**src/sv/mfd_pkg.sv**
```systemverilog
// Shared types and constants for the message frame deframer.
`default_nettype none

package mfd_pkg;

    localparam int HEADER_BYTES = 12;
    localparam int HPOS_W       = $clog2(HEADER_BYTES);

    localparam logic [HPOS_W-1:0] HPOS_VERSION = HPOS_W'(4);
    localparam logic [HPOS_W-1:0] HPOS_TYPE    = HPOS_W'(6);
    localparam logic [HPOS_W-1:0] HPOS_LENGTH  = HPOS_W'(8);
    localparam logic [HPOS_W-1:0] HPOS_LAST    = HPOS_W'(HEADER_BYTES - 1);

    localparam int CFG_INDEX_W = 2;
    localparam int CFG_DATA_W  = 32;

    localparam logic [CFG_INDEX_W-1:0] REG_MAGIC   = CFG_INDEX_W'(0);
    localparam logic [CFG_INDEX_W-1:0] REG_VERSION = CFG_INDEX_W'(1);
    localparam logic [CFG_INDEX_W-1:0] REG_MAXLEN  = CFG_INDEX_W'(2);

    localparam logic [31:0] MAX_PAYLOAD_RESET = 32'd65536;

    typedef enum logic [1:0] {
        PH_HEADER  = 2'd0,
        PH_PAYLOAD = 2'd1,
        PH_DISCARD = 2'd2
    } phase_t;

    typedef enum logic [1:0] {
        KIND_BYTE  = 2'd0,
        KIND_EMPTY = 2'd1,
        KIND_ERROR = 2'd2
    } kind_t;

    typedef enum logic [2:0] {
        ERR_NONE    = 3'd0,
        ERR_TRUNC   = 3'd1,
        ERR_MAGIC   = 3'd2,
        ERR_VERSION = 3'd3,
        ERR_LARGE   = 3'd4,
        ERR_SIZE    = 3'd5
    } err_t;

    typedef struct packed {
        logic [7:0] data_byte;
        logic       frame_end;
    } in_item_t;

    typedef struct packed {
        kind_t      result_kind;
        logic [7:0] payload_byte;
        logic [7:0] message_type;
        logic       last_of_message;
        err_t       error_code;
    } out_item_t;

endpackage

`default_nettype wire

```
**src/sv/message_frame_deframer.sv**
```systemverilog
// Message frame deframer: header parse, checks and payload forwarding.
// Results are registered on the input transfer, into the output register or skid.
// Throughput: one byte per cycle while in_stall is low; the parse state updates on each accepted byte.
// A two-entry output buffer (output register plus skid) keeps input moving while a
// result waits; input stalls only when both entries are full.
// Reset (async, active low): header phase, position zero, output empty,
// max_payload 65536, expected magic and expected version zero.
`default_nettype none

module message_frame_deframer (
    input  wire logic                               clk,
    input  wire logic                               rst_n,
    input  wire logic                               in_valid,
    output logic                                    in_stall,
    input  wire mfd_pkg::in_item_t                  in_data,
    output logic                                    out_valid,
    input  wire logic                               out_stall,
    output mfd_pkg::out_item_t                      out_data,
    input  wire logic                               cfg_write,
    input  wire logic [mfd_pkg::CFG_INDEX_W-1:0]    cfg_index,
    input  wire logic [mfd_pkg::CFG_DATA_W-1:0]     cfg_data
);
    import mfd_pkg::*;

    // configuration
    logic [31:0] exp_magic_reg;
    logic [15:0] exp_version_reg;
    logic [31:0] max_payload_reg;

    // parse state
    phase_t            phase_reg, phase_next;
    logic [HPOS_W-1:0] hpos_reg, hpos_next;
    logic [31:0]       magic_reg, magic_next;
    logic [15:0]       version_reg, version_next;
    logic [7:0]        type_reg, type_next;
    logic [23:0]       length_reg, length_next;
    logic [31:0]       remain_reg, remain_next;

    // output buffer
    logic      out_valid_reg, skid_valid_reg;
    out_item_t out_item_reg, skid_item_reg;

    logic        in_fire, out_fire, push;
    out_item_t   result;
    logic [31:0] length_full, remain_dec;
    logic [7:0]  b;
    logic        end_mark;

    assign in_stall  = skid_valid_reg;
    assign out_valid = out_valid_reg;
    assign out_data  = out_item_reg;
    assign in_fire   = in_valid && !in_stall;
    assign out_fire  = out_valid_reg && !out_stall;

    assign b           = in_data.data_byte;
    assign end_mark    = in_data.frame_end;
    assign length_full = {b, length_reg};
    assign remain_dec  = remain_reg - 32'd1;

    always_ff @(posedge clk or negedge rst_n)
    begin
        if (!rst_n)
        begin
            exp_magic_reg   <= '0;
            exp_version_reg <= '0;
            max_payload_reg <= MAX_PAYLOAD_RESET;
        end
        else if (cfg_write)
        begin
            unique case (cfg_index)
                REG_MAGIC:   exp_magic_reg   <= cfg_data;
                REG_VERSION: exp_version_reg <= cfg_data[15:0];
                REG_MAXLEN:  max_payload_reg <= cfg_data;
                default:     ;
            endcase
        end
    end

    // one byte step
    always_comb
    begin
        phase_next   = phase_reg;
        hpos_next    = hpos_reg;
        magic_next   = magic_reg;
        version_next = version_reg;
        type_next    = type_reg;
        length_next  = length_reg;
        remain_next  = remain_reg;
        push         = 1'b0;
        result       = '{result_kind: KIND_BYTE, payload_byte: 8'd0, message_type: 8'd0,
                         last_of_message: 1'b0, error_code: ERR_NONE};

        unique case (phase_reg)
            PH_HEADER:
            begin
                if (hpos_reg < HPOS_VERSION)
                    magic_next[{hpos_reg[1:0], 3'b000} +: 8] = b;
                else if (hpos_reg < HPOS_TYPE)
                    version_next[{hpos_reg[0], 3'b000} +: 8] = b;
                else if (hpos_reg == HPOS_TYPE)
                    type_next = b;
                else if (hpos_reg >= HPOS_LENGTH && hpos_reg < HPOS_LAST)
                    length_next[{hpos_reg[1:0], 3'b000} +: 8] = b;

                if (hpos_reg != HPOS_LAST)
                begin
                    if (end_mark)
                    begin
                        push              = 1'b1;
                        result.result_kind = KIND_ERROR;
                        result.error_code  = ERR_TRUNC;
                        hpos_next         = '0;
                    end
                    else
                        hpos_next = hpos_reg + HPOS_W'(1);
                end
                else
                begin
                    hpos_next = '0;
                    priority if (magic_reg != exp_magic_reg ||
                                 version_reg != exp_version_reg ||
                                 length_full > max_payload_reg ||
                                 (end_mark && length_full != 32'd0))
                    begin
                        push               = 1'b1;
                        result.result_kind = KIND_ERROR;
                        phase_next         = end_mark ? PH_HEADER : PH_DISCARD;
                        priority if (magic_reg != exp_magic_reg)
                            result.error_code = ERR_MAGIC;
                        else if (version_reg != exp_version_reg)
                            result.error_code = ERR_VERSION;
                        else if (length_full > max_payload_reg)
                            result.error_code = ERR_LARGE;
                        else
                            result.error_code = ERR_SIZE;
                    end
                    else if (end_mark)
                    begin
                        push                   = 1'b1;
                        result.result_kind     = KIND_EMPTY;
                        result.message_type    = type_reg;
                        result.last_of_message = 1'b1;
                    end
                    else
                    begin
                        remain_next = length_full;
                        phase_next  = PH_PAYLOAD;
                    end
                end
            end

            PH_PAYLOAD:
            begin
                push      = 1'b1;
                hpos_next = '0;
                if (remain_reg == 32'd0)
                begin
                    result.result_kind = KIND_ERROR;
                    result.error_code  = ERR_SIZE;
                    phase_next         = end_mark ? PH_HEADER : PH_DISCARD;
                end
                else
                begin
                    remain_next = remain_dec;
                    if (remain_dec == 32'd0)
                    begin
                        result.payload_byte    = b;
                        result.message_type    = type_reg;
                        result.last_of_message = 1'b1;
                        if (end_mark)
                            phase_next = PH_HEADER;
                    end
                    else if (end_mark)
                    begin
                        result.result_kind = KIND_ERROR;
                        result.error_code  = ERR_SIZE;
                        phase_next         = PH_HEADER;
                    end
                    else
                    begin
                        result.payload_byte = b;
                        result.message_type = type_reg;
                    end
                end
            end

            default:
            begin
                // discard, and the unused phase code
                if (end_mark)
                begin
                    phase_next = PH_HEADER;
                    hpos_next  = '0;
                end
                else
                    phase_next = PH_DISCARD;
            end
        endcase
    end

    always_ff @(posedge clk or negedge rst_n)
    begin
        if (!rst_n)
        begin
            phase_reg <= PH_HEADER;
            hpos_reg  <= '0;
        end
        else if (in_fire)
        begin
            phase_reg <= phase_next;
            hpos_reg  <= hpos_next;
        end
    end

    always_ff @(posedge clk)
    begin
        if (in_fire)
        begin
            magic_reg   <= magic_next;
            version_reg <= version_next;
            type_reg    <= type_next;
            length_reg  <= length_next;
            remain_reg  <= remain_next;
        end
    end

    // output register with skid entry
    always_ff @(posedge clk or negedge rst_n)
    begin
        if (!rst_n)
        begin
            out_valid_reg  <= 1'b0;
            skid_valid_reg <= 1'b0;
        end
        else if (skid_valid_reg)
        begin
            if (out_fire)
                skid_valid_reg <= 1'b0;
        end
        else if (in_fire && push)
        begin
            if (!out_valid_reg || out_fire)
                out_valid_reg <= 1'b1;
            else
                skid_valid_reg <= 1'b1;
        end
        else if (out_fire)
            out_valid_reg <= 1'b0;
    end

    always_ff @(posedge clk)
    begin
        if (skid_valid_reg)
        begin
            if (out_fire)
                out_item_reg <= skid_item_reg;
        end
        else if (in_fire && push)
        begin
            if (!out_valid_reg || out_fire)
                out_item_reg <= result;
            else
                skid_item_reg <= result;
        end
    end

`ifndef SYNTHESIS
    a_skid_implies_out: assert property (@(posedge clk) disable iff (!rst_n)
        skid_valid_reg |-> out_valid_reg)
        else $error("skid entry held while output register empty");

    a_error_fields_clear: assert property (@(posedge clk) disable iff (!rst_n)
        out_valid_reg && out_item_reg.result_kind == KIND_ERROR |->
            out_item_reg.payload_byte == 8'd0 && out_item_reg.message_type == 8'd0 &&
            !out_item_reg.last_of_message && out_item_reg.error_code != ERR_NONE)
        else $error("error result carries payload fields");

    a_payload_hpos_zero: assert property (@(posedge clk) disable iff (!rst_n)
        phase_reg != PH_HEADER |-> hpos_reg == '0)
        else $error("header position nonzero outside header phase");

    a_hpos_range: assert property (@(posedge clk) disable iff (!rst_n)
        hpos_reg <= HPOS_LAST)
        else $error("header position beyond header");

    a_drain_empties: assert property (@(posedge clk) disable iff (!rst_n)
        out_fire && !skid_valid_reg && !(in_fire && push) |=> !out_valid_reg)
        else $error("output stayed valid after last transfer");
`endif

endmodule

`default_nettype wire
```
**config.mk**
```make
export PLATFORM = sky130hd
export DESIGN_NAME = message_frame_deframer
export DESIGN_NICKNAME = d
export VERILOG_FILES = /design/src/sv/mfd_pkg.sv /design/src/sv/message_frame_deframer.sv
export SDC_FILE = /design/constraint.sdc
export NUM_CORES = 1
export LEC_CHECK = 0
export ABC_AREA = 1
export ABC_CLOCK_PERIOD_IN_PS = 4560
export BUFFER_PORTS_ARGS = -buffer_cell sky130_fd_sc_hd__buf_2
export CAP_MARGIN = 0
export CORE_MARGIN = 2
export CORE_UTILIZATION = 55
export CTS_CLUSTER_SIZE = 40
export DETAILED_ROUTE_END_ITERATION = 8
export HOLD_SLACK_MARGIN = 0.06
export PLACE_DENSITY = 0.83
export SLEW_MARGIN = 0
export SYNTH_ARGS = -nofsm -noshare
export SYNTH_HDL_FRONTEND = slang
export SYNTH_SLANG_ARGS = --single-unit
```
**constraint.sdc**
```tcl
create_clock -name clk -period 4.56 [get_ports clk]
set_input_delay 0.228 -clock clk [delete_from_list [all_inputs] [get_ports clk]]
set_output_delay 0.228 -clock clk [all_outputs]
set_load 0.005 [all_outputs]
```
# Word-level counts from Yosys, hierarchy flattened
# Cells that the tools add are included.
op_classes:
  addsub: 4
  magnitude_cmp: 5
  eq_ne: 15
  shifts: 6
  n_mux: 59
  bitwise: 5
  n_reduce_logical: 35
op_table:
  columns: ["cell", "n"]
  rows:
  - ["$mux 32", 4]
  - ["$mux 22", 4]
  - ["$logic_not 32->1", 2]
  - ["$pmux 32 s2", 1]
  - ["$bwmux 32", 1]
  - ["$gt 32x32->1", 1]
  - ["$mux 16", 2]
  - ["$ne 32x32->1", 1]
  - ["$reduce_bool 32->1", 1]
  - ["$shift 8x7->32 const A", 1]
  - ["$shiftx 8x7->32", 1]
  - ["$sub 32x1->32 const B", 1]
  - ["$mux 9", 3]
  - ["$bwmux 24", 1]
  - ["$pmux 12 s2", 1]
  - ["$shift 8x7->24 const A", 1]
  - ["$shiftx 8x7->24", 1]
  - ["$mux 2", 11]
  - ["$mux 3", 7]
  - ["$mux 17", 1]
  - ["$bwmux 16", 1]
  - ["$ne 16x16->1", 1]
  - ["$shift 8x6->16 const A", 1]
  - ["$shiftx 8x6->16", 1]
  - ["other kinds (31)", 79]
totals:
  regBits: 244
  in_bits: 48
  wordCells: 151

# Depth between registers and ports, before layout
depth:
  depth_word: 10
  mapped_depth: 21
  mapped_depth_nobuf: 21

# Worst setup path after synthesis
# No wires, ideal clock.
synth_path:
  kind: "flip-flop to flip-flop"
  startpoint: "register length_reg[23]"
  endpoint: "register remain_reg[0], enable pin"
  setup_time_ns: 0.461
  arrival_time_ns: 3.679
  t_required_ns: 4.099
  slack_ns: 0.420
  path_stages_with_launch: 12
  n_path_buf: 0
  synth_period_minus_slack_ns: 4.140
  cell_sequence: "edfxtp_1 > ha_1 > nand2_1 > nor2_1 > nand2_1 > nor3_1 > nand2_1 > nand2_1 > nand2_1 > nand2_1 > nand2_1 > nor3_1"
synth_via:
  elab_chain_cells: 5
  word_cells_on_any_way: 7
  classes_between: "order compare (1); eq/ne (1); reduce/logical (5)"
synth_rtl:
  columns: ["item", "line_no", "rtl"]
  rows:
  - ["start: declaration", "message_frame_deframer.sv:36", "logic [23:0] length_reg, length_next;"]
  - ["start signal: assignment", "message_frame_deframer.sv:222", "length_reg <= length_next;"]
  - ["$gt 32x32->1 or $reduce_bool 32->1 (tied branches)", "message_frame_deframer.sv:122, message_frame_deframer.sv:123", null]
  - ["$logic_or 1x1->1 or $logic_and 1x1->1 (tied branches)", "message_frame_deframer.sv:121, message_frame_deframer.sv:123", null]
  - ["$logic_or 1x1->1 (*)", "message_frame_deframer.sv:122", "length_full > max_payload_reg ||"]
  - ["$ne 2x2->1 (no line) (*)", null, null]
  - ["$reduce_and 6->1 (no line) (*)", null, null]
  - ["end signal: assignment", "message_frame_deframer.sv:223", "remain_reg <= remain_next;"]
  - ["end: declaration", "message_frame_deframer.sv:37", "logic [31:0] remain_reg, remain_next;"]
# Mark *: on every way between the ends. The rest lies on a longest branch, timed or not.
# A chain may end at the register's enable or synchronous reset.

# Worst setup path in the final report
layout_path:
  startpoint: "register skid_valid_reg (netlist: in_stall)"
  endpoint: "register magic_reg[0], enable pin"
layout_via:
  elab_chain_cells: 3
layout_rtl:
  columns: ["item", "line_no", "rtl"]
  rows:
  - ["start: declaration", "message_frame_deframer.sv:40", "logic out_valid_reg, skid_valid_reg;"]
  - ["start signal: assignment", "message_frame_deframer.sv:233", "skid_valid_reg <= 1'b0;"]
  - ["start signal: assignment", "message_frame_deframer.sv:238", "skid_valid_reg <= 1'b0;"]
  - ["start signal: assignment", "message_frame_deframer.sv:245", "skid_valid_reg <= 1'b1;"]
  - ["$logic_not 1->1", "message_frame_deframer.sv:52", "assign in_fire = in_valid && !in_stall;"]
  - ["$logic_and 1x1->1", "message_frame_deframer.sv:52", null]
  - ["$reduce_and 3->1 (no line)", null, null]
  - ["end signal: assignment", "message_frame_deframer.sv:219", "magic_reg <= magic_next;"]
  - ["end: declaration", "message_frame_deframer.sv:33", "logic [31:0] magic_reg, magic_next;"]
# No other way between the ends.

==> qor.txt <==
setup repair after global routing missed its margin: no
# setup viols final: 0
async set-reset flop share out of synthesis: 36.1%
Max Buffers Root-to-Sink: 3
Finished Core Util: 64.6%
Synth warnings: 0
global-route wire length before repair: 49,700 um
die outline area: 23,700 sq um
via count of the first global-routing pass: 9,700
Final Hold Violating Endpoints: 0
floorplan row count: 54
Worst Tran Pin Value: 1040 ps
setup repair bufs after CTS: 0
number of pins exceeding their max-slew limit in the final report: 0
number of H-tree levels: 1
top-count cell post-synth: sky130_fd_sc_hd__nand2_1
height of the die: 154 um
Top-Level Pins: 72
clock-pin slew on the worst setup and hold paths: 60 ps
layout filler cell count: 1,649
Hold Buf Count CTS: 42
Placed Instance Area: 13,000 sq um
final global-route overflow total: 0
post-route ant nets: 0
category of the critical setup timing path: reg2reg
weighted congestion reported at the end of routability-driven placement: 0.912
library cells used by synthesis: 41
Net Sw Power: 1.91 mW
number of cells in the design after placement: 1,739
source-to-sink clock delay at the later pin of the worst-skew pair: 540 ps
synthesis-to-finish area growth: 14.9%
Post-CTS Resized: 0
startpoint kind of the worst setup timing path: register
dominant synthesized flop cell: sky130_fd_sc_hd__edfxtp_1
mean post-synth cell area: 8.74 sq um
CTS tree: yes
kind of end point of the critical path: register
proportion of netlist area held by the largest area contributor: 37.9%
multi-input logic area: 4640 sq um
largest net degree at the start of global routing: 65
clk root buf: sky130_fd_sc_hd__clkbuf_16
final layout net count: 1,614
proportion of power drawn by flip-flops and latches: 48.0%
largest cells by area after synthesis: sky130_fd_sc_hd__edfxtp_1, sky130_fd_sc_hd__dfrtp_1, sky130_fd_sc_hd__nand2_1, sky130_fd_sc_hd__inv_1, sky130_fd_sc_hd__o21ai_0
# port buffers: 71
Comb pwr share: 20.3%
Max Fclk: 0.322 GHz
vias after detailed routing: 9,978
DR vias/cell: 5.47
commonest cells in the netlist: sky130_fd_sc_hd__nand2_1, sky130_fd_sc_hd__inv_1, sky130_fd_sc_hd__nor2_1
register cell area after layout: 6890 sq um
cell type contributing the most total cell area after synthesis: sky130_fd_sc_hd__edfxtp_1
effective utilization at floorplan: 56.2%
total track usage: 26.4%
final period utilization: 68.1%
leakage: 6.34 nW
crit-path max FO: 25
maximum resistive drop on vdd: 0.358 mV
number of instances in the synthesized netlist: 1,413
Seq cells post-synth: 244
Layout Cells excl Fill: 1,825
share of layout cells above drive strength 1: 10.4%
internal power: 4.19 mW
post-synth net total: 1,500
Max Cap Violations: 0
final design instance area without fill: 14,200 sq um
number of antenna cells inserted: 0
final routed wirelength across all metal layers: 30,800 um
status: completed
Slew headroom: 30.3%
clock network fraction of total power: 31.7%
number of CTS-inserted buffers: 24
arrival time of data at the critical path endpoint: 3270 ps
Detail Placement HPWL: 21,400 um
worst path required time: 4730 ps
final critical path time including I/O delays and setup: 3100 ps
number of violations reported at the end of detailed-routing iteration 0: 1,164
type of the tightest min-delay check: in2reg
antenna violations before repair: 0
core region area: 22,000 sq um
CTS Sinks: 244
overall die width: 154 um
routed len/inst: 16.9 um
drt first pass iters: 6
number of enable flip-flop cells after synthesis: 156
switching share of total power: 31.3%
Setup TNS: 0 ps
Worst Skew: 20.3 ps
power density over the cells: 430 nW/um^2
sequential cell area fraction in the yosys report: 55.8%
DRC violation count after routing: 0
summed instance area of the synthesized netlist: 12,400 sq um
==> worst paths after layout <==
kind                                                  from                               to  slack, ps  cells after the start
setup reg to reg                        in_stall$_DFF_PN0_           magic_reg[0]$_DFFE_PP_       1460                      7
max in group asynchronous                            rst_n  max_payload_reg[24]$_DFFE_PN0P_       3290                      3
min in group asynchronous                            rst_n   max_payload_reg[9]$_DFFE_PN0P_        200                      2
hold reg to reg            max_payload_reg[13]$_DFFE_PN0P_  max_payload_reg[13]$_DFFE_PN0P_        490                      2
hold / removal                                  in_data[0]          hpos_reg[1]$_DFFE_PN0P_        190                      4
setup / recovery                        in_stall$_DFF_PN0_           magic_reg[0]$_DFFE_PP_       1460                      7
==> worst max-delay path, cell delays in order (launching register included) <==
cell                      delay (ps)
sky130_fd_sc_hd__dfrtp_1         660
sky130_fd_sc_hd__inv_1           660
sky130_fd_sc_hd__nand2_1         220
sky130_fd_sc_hd__nor2_1          230
sky130_fd_sc_hd__nand2_1         100
sky130_fd_sc_hd__inv_1            80
sky130_fd_sc_hd__nand2_1         140
sky130_fd_sc_hd__nor2_1          630
==> power by group through the flow <==
| stage | Combinational [mW] | Clock [mW] | Sequential (mW) |
|---|---|---|---|
| 6_report | 1.24 | 1.93 | 2.93 |
| 5_1_grt | 1.39 | 2.02 | 2.96 |
| 4_1_cts | 1.22 | 1.94 | 2.92 |
| 3_5_place_dp | 1.17 | 0 | 2.96 |
| 3_3_place_gp | 1.12 | 0 | 2.95 |
| 2_1_floorplan | 0.807 | 0 | 2.89 |
==> cells in the final DEF, fill, tap and decap left out, types with 5 or more instances in the layout <==
cell type / n
sky130_fd_sc_hd__nand2_1: 390
sky130_fd_sc_hd__inv_1: 184
sky130_fd_sc_hd__nor2_1: 168
sky130_fd_sc_hd__edfxtp_1: 156
sky130_fd_sc_hd__o21ai_0: 127
sky130_fd_sc_hd__dfrtp_1: 87
sky130_fd_sc_hd__buf_2: 70
sky130_fd_sc_hd__nand3_1: 54
sky130_fd_sc_hd__dlygate4sd3_1: 42
sky130_fd_sc_hd__ha_1: 39
sky130_fd_sc_hd__nor3_1: 27
sky130_fd_sc_hd__a21oi_1: 27
sky130_fd_sc_hd__xnor2_1: 26
sky130_fd_sc_hd__clkbuf_16: 25
sky130_fd_sc_hd__nand4_1: 14
sky130_fd_sc_hd__nor2_2: 11
sky130_fd_sc_hd__xor2_1: 9
sky130_fd_sc_hd__buf_4: 9
sky130_fd_sc_hd__nand2_2: 8
sky130_fd_sc_hd__nand3b_1: 7
sky130_fd_sc_hd__nor4_1: 7
sky130_fd_sc_hd__or2_2: 6
sky130_fd_sc_hd__clkinvlp_4: 5
sky130_fd_sc_hd__clkbuf_1: 5
sky130_fd_sc_hd__clkinv_2: 5
==> area by class of cell <==
| class | count | share of cell area (%) |
|---|---|---|
| clock buffer | 30 | 4.54 |
| clock inverter | 14 | 0.855 |
| inverter | 189 | 5.00 |
| multi-input combinational | 947 | 32.7 |
| sequential | 244 | 48.5 |
| tap | 280 | 2.47 |
| timing repair buffer | 121 | 5.91 |
==> per-stage QoR <==
stage / setup WS [ps] / total power [mW] / hold WS, ps
after floorplan: 420 / 3.70 / -67.6
after global placement: 1580 / 4.08 / 220
after detailed placement: 1500 / 4.13 / 231
after CTS: 1490 / 6.08 / 175
after global routing: 1130 / 6.37 / 251
final: 1460 / 6.10 / 191
==> metal layers <==
layer / wire (um) / vias to the layer above / track usage, %
met2: 14500 / 446 / 43.4
met3: 2320 / 80 / 3.33
met1: 12900 / 4635 / 36.5
met5: 0 / - / 0
li1: - / 4817 / -
met4: 1040 / 0 / 9.61
==> cells by family (layout without fill, tap and decap cells) <==
logic type / after synthesis / after routing / synth area share (%)
XOR/XNOR: 35 / 35 / 2.48
adder cells (fa/ha/maj): 39 / 39 / 3.95
buffers and inverters: 222 / 354 / 6.83
flip-flops: 244 / 244 / 55.8
AND/OR/NAND/NOR: 703 / 703 / 23.8
AO/OA/AOI/OAI: 170 / 170 / 7.19
(Power assumes the default switching activity.)
